**src/rtl/lks_pkg.sv**
```systemverilog
// Shared types, widths and helpers for the LRU key store.
// Used by lks_ctrl and lru_key_store; no dependencies.
package lks_pkg;

    localparam int ENTRIES = 16;
    localparam int IDX_W   = (ENTRIES > 1) ? $clog2(ENTRIES) : 1;
    localparam int RANK_W  = IDX_W;
    localparam int CNT_W   = $clog2(ENTRIES + 1);

    localparam int OP_W   = 2;
    localparam int ADDR_W = 48;
    localparam int KEY_W  = 64;
    localparam int KIND_W = 8;
    localparam int POS_W  = 4;

    localparam int CMP_W  = (POS_W > CNT_W) ? POS_W : CNT_W;
    localparam int TAG_W  = ADDR_W + RANK_W;
    localparam int KREC_W = 2 * KEY_W + KIND_W;

    localparam logic [IDX_W:0]   IDX_END  = (IDX_W + 1)'(ENTRIES);
    localparam logic [IDX_W-1:0] LAST_IDX = IDX_W'(ENTRIES - 1);
    localparam logic [CNT_W-1:0] FULL_CNT = CNT_W'(ENTRIES);

    typedef enum logic [OP_W-1:0] {
        OP_LOOKUP = 2'd0,
        OP_STORE  = 2'd1,
        OP_DELETE = 2'd2,
        OP_READ   = 2'd3
    } t_op;

    typedef struct packed {
        logic [ADDR_W-1:0] address;
        logic [RANK_W-1:0] rank;
    } t_tag;

    typedef struct packed {
        logic [KEY_W-1:0]  key_upper;
        logic [KEY_W-1:0]  key_lower;
        logic [KIND_W-1:0] kind;
    } t_krec;

    typedef struct packed {
        logic             we;
        logic [IDX_W-1:0] waddr;
        logic             re;
        logic [IDX_W-1:0] raddr;
    } t_ram_ctl;

    typedef struct packed {
        logic              found;
        logic [ADDR_W-1:0] address;
        logic [KEY_W-1:0]  key_upper;
        logic [KEY_W-1:0]  key_lower;
        logic [KIND_W-1:0] kind;
    } t_result;

    function automatic logic [CMP_W-1:0] ext_rank(input logic [RANK_W-1:0] v);
        return CMP_W'(v);
    endfunction

    function automatic logic [CMP_W-1:0] ext_pos(input logic [POS_W-1:0] v);
        return CMP_W'(v);
    endfunction

    function automatic logic [CMP_W-1:0] ext_cnt(input logic [CNT_W-1:0] v);
        return CMP_W'(v);
    endfunction

endpackage

```
**src/rtl/lru_key_store.sv**
```systemverilog
// LRU key store top level: sequencer, tag RAM, key RAM and output register.
// Depends on lks_pkg, lks_ram and lks_ctrl.
//
// Input channel: i_valid with o_stall; a transaction carries an operation
// (lookup, store, delete, read by recency rank), a 48-bit device address,
// a 128-bit key split into two halves, a type code and a rank.
// Output channel: o_valid with i_stall; one result transaction per input
// transaction, in order: o_found plus the returned entry, zero when none.
// One transaction is processed at a time; o_stall is high while it runs.
// Every operation walks the tag RAM once through its
// single read port, then passes a decide state. Operations that change the
// recency order walk it a second time to rewrite the ranks.
// Reading a key adds a fetch and a load on the key RAM.
// The next transaction is accepted once the result has gone to the output register.
// A result held by i_stall waits in the output register while the
// next transaction is accepted; that one then waits for the register.
// Reset clears the valid marks and the fill count at once; entry data is
// left as is and never used before it is written.
module lru_key_store (
    input  logic                         i_clk,
    input  logic                         i_rst_n,
    input  logic                         i_valid,
    output logic                         o_stall,
    input  logic [lks_pkg::OP_W-1:0]     i_operation,
    input  logic [lks_pkg::ADDR_W-1:0]   i_device_address,
    input  logic [lks_pkg::KEY_W-1:0]    i_key_upper,
    input  logic [lks_pkg::KEY_W-1:0]    i_key_lower,
    input  logic [lks_pkg::KIND_W-1:0]   i_key_kind,
    input  logic [lks_pkg::POS_W-1:0]    i_recency_position,
    output logic                         o_valid,
    input  logic                         i_stall,
    output logic                         o_found,
    output logic [lks_pkg::ADDR_W-1:0]   o_out_address,
    output logic [lks_pkg::KEY_W-1:0]    o_out_key_upper,
    output logic [lks_pkg::KEY_W-1:0]    o_out_key_lower,
    output logic [lks_pkg::KIND_W-1:0]   o_out_kind
);

    lks_pkg::t_ram_ctl            tag_ctl;
    lks_pkg::t_tag                tag_wdata;
    lks_pkg::t_tag                tag_rdata;
    logic [lks_pkg::TAG_W-1:0]    tag_rdata_raw;
    lks_pkg::t_ram_ctl            key_ctl;
    lks_pkg::t_krec               key_wdata;
    lks_pkg::t_krec               key_rdata;
    logic [lks_pkg::KREC_W-1:0]   key_rdata_raw;
    logic                         res_valid;
    lks_pkg::t_result             res;
    logic                         out_free;

    logic                         r_out_vld;
    lks_pkg::t_result             r_out;

    lks_ctrl u_ctrl (
        .i_clk              (i_clk),
        .i_rst_n            (i_rst_n),
        .i_valid            (i_valid),
        .o_stall            (o_stall),
        .i_operation        (i_operation),
        .i_device_address   (i_device_address),
        .i_key_upper        (i_key_upper),
        .i_key_lower        (i_key_lower),
        .i_key_kind         (i_key_kind),
        .i_recency_position (i_recency_position),
        .o_tag_ctl          (tag_ctl),
        .o_tag_wdata        (tag_wdata),
        .i_tag_rdata        (tag_rdata),
        .o_key_ctl          (key_ctl),
        .o_key_wdata        (key_wdata),
        .i_key_rdata        (key_rdata),
        .o_res_valid        (res_valid),
        .o_res              (res),
        .i_res_take         (out_free)
    );

    lks_ram #(
        .WIDTH (lks_pkg::TAG_W),
        .DEPTH (lks_pkg::ENTRIES)
    ) u_tag_ram (
        .i_clk   (i_clk),
        .i_we    (tag_ctl.we),
        .i_waddr (tag_ctl.waddr),
        .i_wdata (tag_wdata),
        .i_re    (tag_ctl.re),
        .i_raddr (tag_ctl.raddr),
        .o_rdata (tag_rdata_raw)
    );

    lks_ram #(
        .WIDTH (lks_pkg::KREC_W),
        .DEPTH (lks_pkg::ENTRIES)
    ) u_key_ram (
        .i_clk   (i_clk),
        .i_we    (key_ctl.we),
        .i_waddr (key_ctl.waddr),
        .i_wdata (key_wdata),
        .i_re    (key_ctl.re),
        .i_raddr (key_ctl.raddr),
        .o_rdata (key_rdata_raw)
    );

    assign tag_rdata = lks_pkg::t_tag'(tag_rdata_raw);
    assign key_rdata = lks_pkg::t_krec'(key_rdata_raw);

    assign out_free = !r_out_vld || !i_stall;

    always_ff @(posedge i_clk) begin
        if (!i_rst_n) begin
            r_out_vld <= 1'b0;
        end else if (out_free) begin
            r_out_vld <= res_valid;
        end
    end

    always_ff @(posedge i_clk) begin
        if (out_free && res_valid) begin
            r_out <= res;
        end
    end

    assign o_valid         = r_out_vld;
    assign o_found         = r_out.found;
    assign o_out_address   = r_out.address;
    assign o_out_key_upper = r_out.key_upper;
    assign o_out_key_lower = r_out.key_lower;
    assign o_out_kind      = r_out.kind;

endmodule

```
**src/rtl/lks_ram.sv**
```systemverilog
// Generic single-clock RAM: one write port, one read port, registered read data.
// No dependencies.
module lks_ram #(
    parameter int WIDTH = 8,
    parameter int DEPTH = 16,
    localparam int AW = (DEPTH > 1) ? $clog2(DEPTH) : 1
) (
    input  logic             i_clk,
    input  logic             i_we,
    input  logic [AW-1:0]    i_waddr,
    input  logic [WIDTH-1:0] i_wdata,
    input  logic             i_re,
    input  logic [AW-1:0]    i_raddr,
    output logic [WIDTH-1:0] o_rdata
);

    logic [WIDTH-1:0] r_mem [DEPTH];
    logic [WIDTH-1:0] r_rdata;

    always_ff @(posedge i_clk) begin
        if (i_we) begin
            r_mem[i_waddr] <= i_wdata;
        end
    end

    always_ff @(posedge i_clk) begin
        if (i_re) begin
            r_rdata <= r_mem[i_raddr];
        end
    end

    assign o_rdata = r_rdata;

endmodule

```
**src/rtl/lks_ctrl.sv**
```systemverilog
// Sequencer of the LRU key store: scan, decide, rank update and key fetch.
// Holds the valid bits and fill count; drives the tag and key RAMs. Uses lks_pkg.
module lks_ctrl (
    input  logic                         i_clk,
    input  logic                         i_rst_n,
    input  logic                         i_valid,
    output logic                         o_stall,
    input  logic [lks_pkg::OP_W-1:0]     i_operation,
    input  logic [lks_pkg::ADDR_W-1:0]   i_device_address,
    input  logic [lks_pkg::KEY_W-1:0]    i_key_upper,
    input  logic [lks_pkg::KEY_W-1:0]    i_key_lower,
    input  logic [lks_pkg::KIND_W-1:0]   i_key_kind,
    input  logic [lks_pkg::POS_W-1:0]    i_recency_position,
    output lks_pkg::t_ram_ctl            o_tag_ctl,
    output lks_pkg::t_tag                o_tag_wdata,
    input  lks_pkg::t_tag                i_tag_rdata,
    output lks_pkg::t_ram_ctl            o_key_ctl,
    output lks_pkg::t_krec               o_key_wdata,
    input  lks_pkg::t_krec               i_key_rdata,
    output logic                         o_res_valid,
    output lks_pkg::t_result             o_res,
    input  logic                         i_res_take
);

    typedef enum logic [6:0] {
        ST_IDLE   = 7'b0000001,
        ST_SCAN   = 7'b0000010,
        ST_DECIDE = 7'b0000100,
        ST_UPDATE = 7'b0001000,
        ST_FETCH  = 7'b0010000,
        ST_LOAD   = 7'b0100000,
        ST_RESULT = 7'b1000000
    } t_state;

    t_state                             r_state, n_state;
    logic [lks_pkg::ENTRIES-1:0]        r_valid, n_valid;
    logic [lks_pkg::CNT_W-1:0]          r_used, n_used;
    logic                               r_rd_pend, n_rd_pend;

    lks_pkg::t_op                       r_op, n_op;
    logic [lks_pkg::ADDR_W-1:0]         r_addr, n_addr;
    lks_pkg::t_krec                     r_krec, n_krec;
    logic [lks_pkg::POS_W-1:0]          r_pos, n_pos;
    logic [lks_pkg::IDX_W:0]            r_idx, n_idx;
    logic [lks_pkg::IDX_W-1:0]          r_rd_idx, n_rd_idx;
    logic                               r_hit, n_hit;
    logic [lks_pkg::IDX_W-1:0]          r_hit_idx, n_hit_idx;
    logic [lks_pkg::RANK_W-1:0]         r_hit_rank, n_hit_rank;
    logic                               r_free, n_free;
    logic [lks_pkg::IDX_W-1:0]          r_free_idx, n_free_idx;
    logic [lks_pkg::IDX_W-1:0]          r_lru_idx, n_lru_idx;
    logic                               r_rnk_hit, n_rnk_hit;
    logic [lks_pkg::IDX_W-1:0]          r_rnk_idx, n_rnk_idx;
    logic [lks_pkg::ADDR_W-1:0]         r_rnk_addr, n_rnk_addr;
    logic [lks_pkg::IDX_W-1:0]          r_tgt, n_tgt;
    logic [lks_pkg::CMP_W-1:0]          r_limit, n_limit;
    logic                               r_demote, n_demote;
    lks_pkg::t_result                   r_res, n_res;

    logic                               issue;
    logic                               last;
    logic                               slot_ok;
    logic [lks_pkg::CNT_W-1:0]          used_m1;

    assign issue   = (r_idx != lks_pkg::IDX_END);
    assign last    = r_rd_pend && (r_rd_idx == lks_pkg::LAST_IDX);
    assign slot_ok = r_rd_pend && r_valid[r_rd_idx];
    assign used_m1 = r_used - 1'b1;

    always_comb begin
        n_state    = r_state;
        n_valid    = r_valid;
        n_used     = r_used;
        n_rd_pend  = r_rd_pend;
        n_op       = r_op;
        n_addr     = r_addr;
        n_krec     = r_krec;
        n_pos      = r_pos;
        n_idx      = r_idx;
        n_rd_idx   = r_rd_idx;
        n_hit      = r_hit;
        n_hit_idx  = r_hit_idx;
        n_hit_rank = r_hit_rank;
        n_free     = r_free;
        n_free_idx = r_free_idx;
        n_lru_idx  = r_lru_idx;
        n_rnk_hit  = r_rnk_hit;
        n_rnk_idx  = r_rnk_idx;
        n_rnk_addr = r_rnk_addr;
        n_tgt      = r_tgt;
        n_limit    = r_limit;
        n_demote   = r_demote;
        n_res      = r_res;

        o_tag_ctl   = '0;
        o_tag_wdata = '0;
        o_key_ctl   = '0;
        o_key_wdata = r_krec;

        case (r_state)
            ST_IDLE: begin
                if (i_valid) begin
                    n_op            = lks_pkg::t_op'(i_operation);
                    n_addr          = i_device_address;
                    n_krec.key_upper = i_key_upper;
                    n_krec.key_lower = i_key_lower;
                    n_krec.kind     = i_key_kind;
                    n_pos           = i_recency_position;
                    n_idx           = '0;
                    n_rd_pend       = 1'b0;
                    n_hit           = 1'b0;
                    n_free          = 1'b0;
                    n_rnk_hit       = 1'b0;
                    n_lru_idx       = '0;
                    n_state         = ST_SCAN;
                end
            end
            ST_SCAN: begin
                o_tag_ctl.re    = issue;
                o_tag_ctl.raddr = r_idx[lks_pkg::IDX_W-1:0];
                n_rd_pend       = issue;
                n_rd_idx        = r_idx[lks_pkg::IDX_W-1:0];
                if (issue) begin
                    n_idx = r_idx + 1'b1;
                end
                if (slot_ok && !r_hit && i_tag_rdata.address == r_addr) begin
                    n_hit      = 1'b1;
                    n_hit_idx  = r_rd_idx;
                    n_hit_rank = i_tag_rdata.rank;
                end
                if (r_rd_pend && !r_valid[r_rd_idx] && !r_free) begin
                    n_free     = 1'b1;
                    n_free_idx = r_rd_idx;
                end
                if (slot_ok && lks_pkg::ext_rank(i_tag_rdata.rank) ==
                        lks_pkg::ext_cnt(used_m1)) begin
                    n_lru_idx = r_rd_idx;
                end
                if (slot_ok && lks_pkg::ext_rank(i_tag_rdata.rank) ==
                        lks_pkg::ext_pos(r_pos)) begin
                    n_rnk_hit  = 1'b1;
                    n_rnk_idx  = r_rd_idx;
                    n_rnk_addr = i_tag_rdata.address;
                end
                if (last) begin
                    n_state = ST_DECIDE;
                end
            end
            ST_DECIDE: begin
                n_rd_pend = 1'b0;
                n_idx     = '0;
                n_res     = '0;
                n_demote  = 1'b0;
                case (r_op)
                    lks_pkg::OP_LOOKUP: begin
                        if (r_hit) begin
                            n_tgt         = r_hit_idx;
                            n_limit       = lks_pkg::ext_rank(r_hit_rank);
                            n_res.address = r_addr;
                            n_state       = ST_UPDATE;
                        end else begin
                            n_state = ST_RESULT;
                        end
                    end
                    lks_pkg::OP_STORE: begin
                        if (r_hit) begin
                            n_tgt   = r_hit_idx;
                            n_limit = lks_pkg::ext_rank(r_hit_rank);
                        end else if (r_used != lks_pkg::FULL_CNT) begin
                            n_tgt   = r_free_idx;
                            n_limit = lks_pkg::ext_cnt(r_used);
                            n_used  = r_used + 1'b1;
                        end else begin
                            n_tgt   = r_lru_idx;
                            n_limit = lks_pkg::ext_cnt(used_m1);
                        end
                        n_valid[n_tgt]  = 1'b1;
                        o_key_ctl.we    = 1'b1;
                        o_key_ctl.waddr = n_tgt;
                        n_res.found     = 1'b1;
                        n_state         = ST_UPDATE;
                    end
                    lks_pkg::OP_DELETE: begin
                        if (r_hit) begin
                            n_valid[r_hit_idx] = 1'b0;
                            n_used             = used_m1;
                            n_tgt              = r_hit_idx;
                            n_limit            = lks_pkg::ext_rank(r_hit_rank);
                            n_demote           = 1'b1;
                            n_res.found        = 1'b1;
                            n_state            = ST_UPDATE;
                        end else begin
                            n_state = ST_RESULT;
                        end
                    end
                    lks_pkg::OP_READ: begin
                        if (r_rnk_hit &&
                                lks_pkg::ext_pos(r_pos) < lks_pkg::ext_cnt(r_used)) begin
                            n_tgt         = r_rnk_idx;
                            n_res.address = r_rnk_addr;
                            n_state       = ST_FETCH;
                        end else begin
                            n_state = ST_RESULT;
                        end
                    end
                    default: begin
                        n_state = ST_RESULT;
                    end
                endcase
            end
            ST_UPDATE: begin
                o_tag_ctl.re    = issue;
                o_tag_ctl.raddr = r_idx[lks_pkg::IDX_W-1:0];
                o_tag_ctl.waddr = r_rd_idx;
                n_rd_pend       = issue;
                n_rd_idx        = r_idx[lks_pkg::IDX_W-1:0];
                if (issue) begin
                    n_idx = r_idx + 1'b1;
                end
                o_tag_wdata = i_tag_rdata;
                if (r_rd_pend) begin
                    if (r_rd_idx == r_tgt) begin
                        if (!r_demote) begin
                            o_tag_ctl.we        = 1'b1;
                            o_tag_wdata.address = r_addr;
                            o_tag_wdata.rank    = '0;
                        end
                    end else if (r_valid[r_rd_idx]) begin
                        if (!r_demote &&
                                lks_pkg::ext_rank(i_tag_rdata.rank) < r_limit) begin
                            o_tag_ctl.we     = 1'b1;
                            o_tag_wdata.rank = i_tag_rdata.rank + 1'b1;
                        end else if (r_demote &&
                                lks_pkg::ext_rank(i_tag_rdata.rank) > r_limit) begin
                            o_tag_ctl.we     = 1'b1;
                            o_tag_wdata.rank = i_tag_rdata.rank - 1'b1;
                        end
                    end
                end
                if (last) begin
                    n_state = (r_op == lks_pkg::OP_LOOKUP) ? ST_FETCH : ST_RESULT;
                end
            end
            ST_FETCH: begin
                n_rd_pend       = 1'b0;
                o_key_ctl.re    = 1'b1;
                o_key_ctl.raddr = r_tgt;
                n_state         = ST_LOAD;
            end
            ST_LOAD: begin
                n_res.found     = 1'b1;
                n_res.key_upper = i_key_rdata.key_upper;
                n_res.key_lower = i_key_rdata.key_lower;
                n_res.kind      = i_key_rdata.kind;
                n_state         = ST_RESULT;
            end
            ST_RESULT: begin
                if (i_res_take) begin
                    n_state = ST_IDLE;
                end
            end
            default: begin
                n_state = ST_IDLE;
            end
        endcase
    end

    always_ff @(posedge i_clk) begin
        if (!i_rst_n) begin
            r_state   <= ST_IDLE;
            r_valid   <= '0;
            r_used    <= '0;
            r_rd_pend <= 1'b0;
        end else begin
            r_state   <= n_state;
            r_valid   <= n_valid;
            r_used    <= n_used;
            r_rd_pend <= n_rd_pend;
        end
    end

    always_ff @(posedge i_clk) begin
        r_op       <= n_op;
        r_addr     <= n_addr;
        r_krec     <= n_krec;
        r_pos      <= n_pos;
        r_idx      <= n_idx;
        r_rd_idx   <= n_rd_idx;
        r_hit      <= n_hit;
        r_hit_idx  <= n_hit_idx;
        r_hit_rank <= n_hit_rank;
        r_free     <= n_free;
        r_free_idx <= n_free_idx;
        r_lru_idx  <= n_lru_idx;
        r_rnk_hit  <= n_rnk_hit;
        r_rnk_idx  <= n_rnk_idx;
        r_rnk_addr <= n_rnk_addr;
        r_tgt      <= n_tgt;
        r_limit    <= n_limit;
        r_demote   <= n_demote;
        r_res      <= n_res;
    end

    assign o_stall     = (r_state != ST_IDLE);
    assign o_res_valid = (r_state == ST_RESULT);
    assign o_res       = r_res;

endmodule

```
**config.mk**
```make
export PLATFORM = sky130hd
export DESIGN_NAME = lru_key_store
export DESIGN_NICKNAME = d
export VERILOG_FILES = /design/src/rtl/lks_pkg.sv /design/src/rtl/lru_key_store.sv /design/src/rtl/lks_ram.sv /design/src/rtl/lks_ctrl.sv
export SDC_FILE = /design/constraint.sdc
export NUM_CORES = 2
export LEC_CHECK = 0
export BUFFER_PORTS_ARGS = -buffer_cell sky130_fd_sc_hd__buf_2
export CORE_MARGIN = 2
export CORE_UTILIZATION = 30
export DETAILED_ROUTE_END_ITERATION = 8
export PLACE_DENSITY_LB_ADDON = 0.08
export SYNTH_ARGS = -nofsm -noshare
export SYNTH_HDL_FRONTEND = slang
export SYNTH_SLANG_ARGS = --single-unit
```
**constraint.sdc**
```tcl
create_clock -name i_clk -period 14.4 [get_ports i_clk]
set_input_delay 2.88 -clock i_clk [delete_from_list [all_inputs] [get_ports i_clk]]
set_output_delay 2.88 -clock i_clk [all_outputs]
set_load 0.02 [all_outputs]
```
==> impl_metrics.ini <==
[die]
core-area_mm2 = 0.490
die_h_um = 705
die_area_mm2 = 0.497
num_rows = 257
initial_core_util_pct = 30.1
ios = 381
dieWidth_um = 705

[pwr]
power.leakage_nw = 52.6
ir_drop_uv = 104
p_per_area_mw_per_mm2 = 145

[routing]
vias = 77731
ant_nets = 0
vias_per_cell = 5.05
drc = 0
wl_per_cell_um = 30.6
initialDrtViolationCount = 6418
dr.pass1.iters = 5
routed_wl_um = 471000

[outcome]
status = finished, final reports clean

[timing]
skew_ps = 78.6
slew_viol_final = 0
final.min_clock_period_ps = 6340
setup_violations = 0
worst_pin_slew_ps = 1400
max_freq_mhz = 158
slew_headroom_pct = 6.10
period_share_pct = 44.0
grt_setup_unrepaired = no
setup_tns_ps = 0
hold_viol_final = 0

[synth]
yosysSeqAreaShare_pct = 78.7
ys_seq_elements = 3876
synth_top_area_share_pct = 78.3
synth.area.top_cells = edfxtp_1 (78%), mux4_2 (5.0%), mux2i_1 (2.6%), mux2_2 (1.4%), nand2_1 (1.3%)
syn-num-nets = 8221
synth_top_family_by_area = multiplexers
syn-cell-area_mm2 = 0.147
async_flop_share_pct = 0
synth-compound-area-share_pct = 6.42
syn_avg_cell_area_um2 = 18.4
synth_ff_type = edfxtp_1
synth_fa_ha_area_share_pct = 0.153
synthMuxAreaShare_pct = 8.98
yosysWarnings = 0
synth-edff-count = 3846
synth_top_cell_by_area = edfxtp_1
synthXorXnorAreaFrac_pct = 0.362
synth_cells = 8009
synth_simple_gate_area_share_pct = 3.89
synth.distinct_cells = 71

[grt]
grt_use_total_pct = 18.4
antenna_found_initial = 38
globalRouteOverflowTotal = 0
first_global_vias = 80562
grt_max_degree = 130
grt_pass1_wl_um = 653000

[worst_setup_path]
cp_max_fo = 46
cp-start-kind = flop
cp-end-kind = flop
critical_path.cell_chain = nor4_1 -> nand4b_1 -> inv_2 -> nand3_1 -> nor2_4 -> buf_4 -> buf_4 -> buf_4 -> buf_4
crit_type = flop to flop
crit_slowest_cell = buf_4
arrival_ps = 6930
cp.required_ps = 15000
max_stage_delay_ps = 830
crit_top_cell = buf_4

[place]
place_hpwl_um = 247000
gp_congestion = 0.743
port_buffers = 380
placedCellCount = 14561

[finish]
drive_gt1_share_pct = 20.2
nFillCells = 46040
final_cell_mix = edfxtp_1 (3846), nand2_1 (503), clkbuf_16 (447), buf_2 (380), mux2i_1 (378)
finalNetCount = 8743
syn2layout_area_growth_pct = 16.5
instances_no_fill = 15389
final_common_cell = edfxtp_1

[clocking]
hold_buffers = 0
cts-resized-gates = 0
cts_root_buf = clkbuf_16
clk_latency_ps = 1020
htree_levels = 5
cts_tree = built
cts.sinks = 3876
cts_post_setup_buffers_inserted = 0
clock_path_buffers = 4
clk_pin_slew_ps = 60
cts_buffers = 442

[flow_run]
maxCapViolations = 0

[min_path]
hp-class = flop to flop
worst max-delay path, delay by kind of cell, from the launching register on:
family / cells / cell delay (ps)
simple gates: 4 / 1900
flops: 1 / 400
buf+inv: 5 / 3410
final timing paths:
path / startpoint / end / slack, ps / cells past startpoint
worst max register to register: u_ctrl.r_state[1] / u_key_ram.r_mem[0][108] / 8060 / 9
worst max-delay path: u_ctrl.r_state[1] / u_key_ram.r_mem[0][108] / 8060 / 9
worst min register to register: u_ctrl.o_res[172] / o_out_address[36] / 380 / 0
worst min-delay path: u_ctrl.o_res[172] / o_out_address[36] / 380 / 0
Yosys cell counts (6+ instances only):
master	number
xnor2_1	28
and2_1	152
a21oi_1	337
or2_2	8
a22o_1	16
edfxtp_1	3846
ha_1	18
mux2i_1	378
nor4_1	13
buf_1	64
clkbuf_1	357
buf_4	11
buf_2	58
mux4_2	326
and3_1	6
mux2_2	188
and2_0	24
nand2_1	508
xor2_1	33
o21a_1	55
o221ai_1	162
nand2b_1	63
o211ai_1	115
a211oi_2	23
a221oi_1	6
nand4_1	12
a211oi_1	85
nor2_1	227
o21ai_0	201
a2bb2oi_1	77
inv_1	35
o22ai_1	155
a221o_1	51
a22oi_1	67
nand3_1	157
dfxtp_1	30
nor3_1	40
state kept, by name (all words and copies together) (netlist names), 5 cells and up:
| register | count |
|---|---|
| o_out_address | 48 |
| o_out_key_lower | 64 |
| o_out_key_upper | 64 |
| o_out_kind | 8 |
| u_ctrl.o_key_wdata | 136 |
| u_ctrl.o_res | 185 |
| u_ctrl.r_addr | 48 |
| u_ctrl.r_idx | 5 |
| u_ctrl.r_limit | 5 |
| u_ctrl.r_rnk_addr | 48 |
| u_ctrl.r_state | 7 |
| u_ctrl.r_used | 5 |
| u_ctrl.r_valid | 16 |
| u_key_ram.o_rdata | 136 |
| u_key_ram.r_mem | 2176 |
| u_tag_ram.o_rdata | 52 |
| u_tag_ram.r_mem | 832 |
metrics by stage:
step	hold WS, ps	setup WS (ps)	cell area, um^2	power [mW]	utilization [%]
2_1_floorplan	400	1830	147000	13.6	-
3_3_place_gp	404	7970	158000	14.1	32.2
3_5_place_dp	405	7920	158000	14.1	32.2
4_1_cts	376	7890	172000	25.3	35.1
5_1_grt	377	7670	172000	25.8	35.1
6_report	378	8060	172000	24.9	35.1
metal layers:
metal	wire [um]	GRT usage, %	vias to the layer above
met5	27	0	-
met2	231000	31.5	2003
li1	-	-	33258
met4	9130	3.86	4
met3	20900	2.36	578
met1	209000	25.2	41888
final cells by class:
class | count | area [um^2] | share of cell area [%]
antenna | 15 | 37.5 | 0.0219
clock buffer | 552 | 11600 | 6.76
clock inverter | 260 | 2530 | 1.47
inverter | 41 | 191 | 0.111
multi-input combinational | 3599 | 29600 | 17.3
sequential | 3876 | 116000 | 67.6
tap | 6475 | 8100 | 4.72
timing repair buffer | 571 | 3560 | 2.07
kinds of logic after synthesis:
family,Yosys count
DFF,3876
AOI/OAI and AO/OA,1387
and+or+nand+nor,1241
muxes,892
buffers and inverters,534
xor gates and xnor gates,61
adders and majority gates,18
power breakdown:
group	internal [mW]	switching [mW]
combinational	0.267	0.645
clock	6.37	4.69
sequential	12.6	0.316
Power figures use the tool's default switching activity.
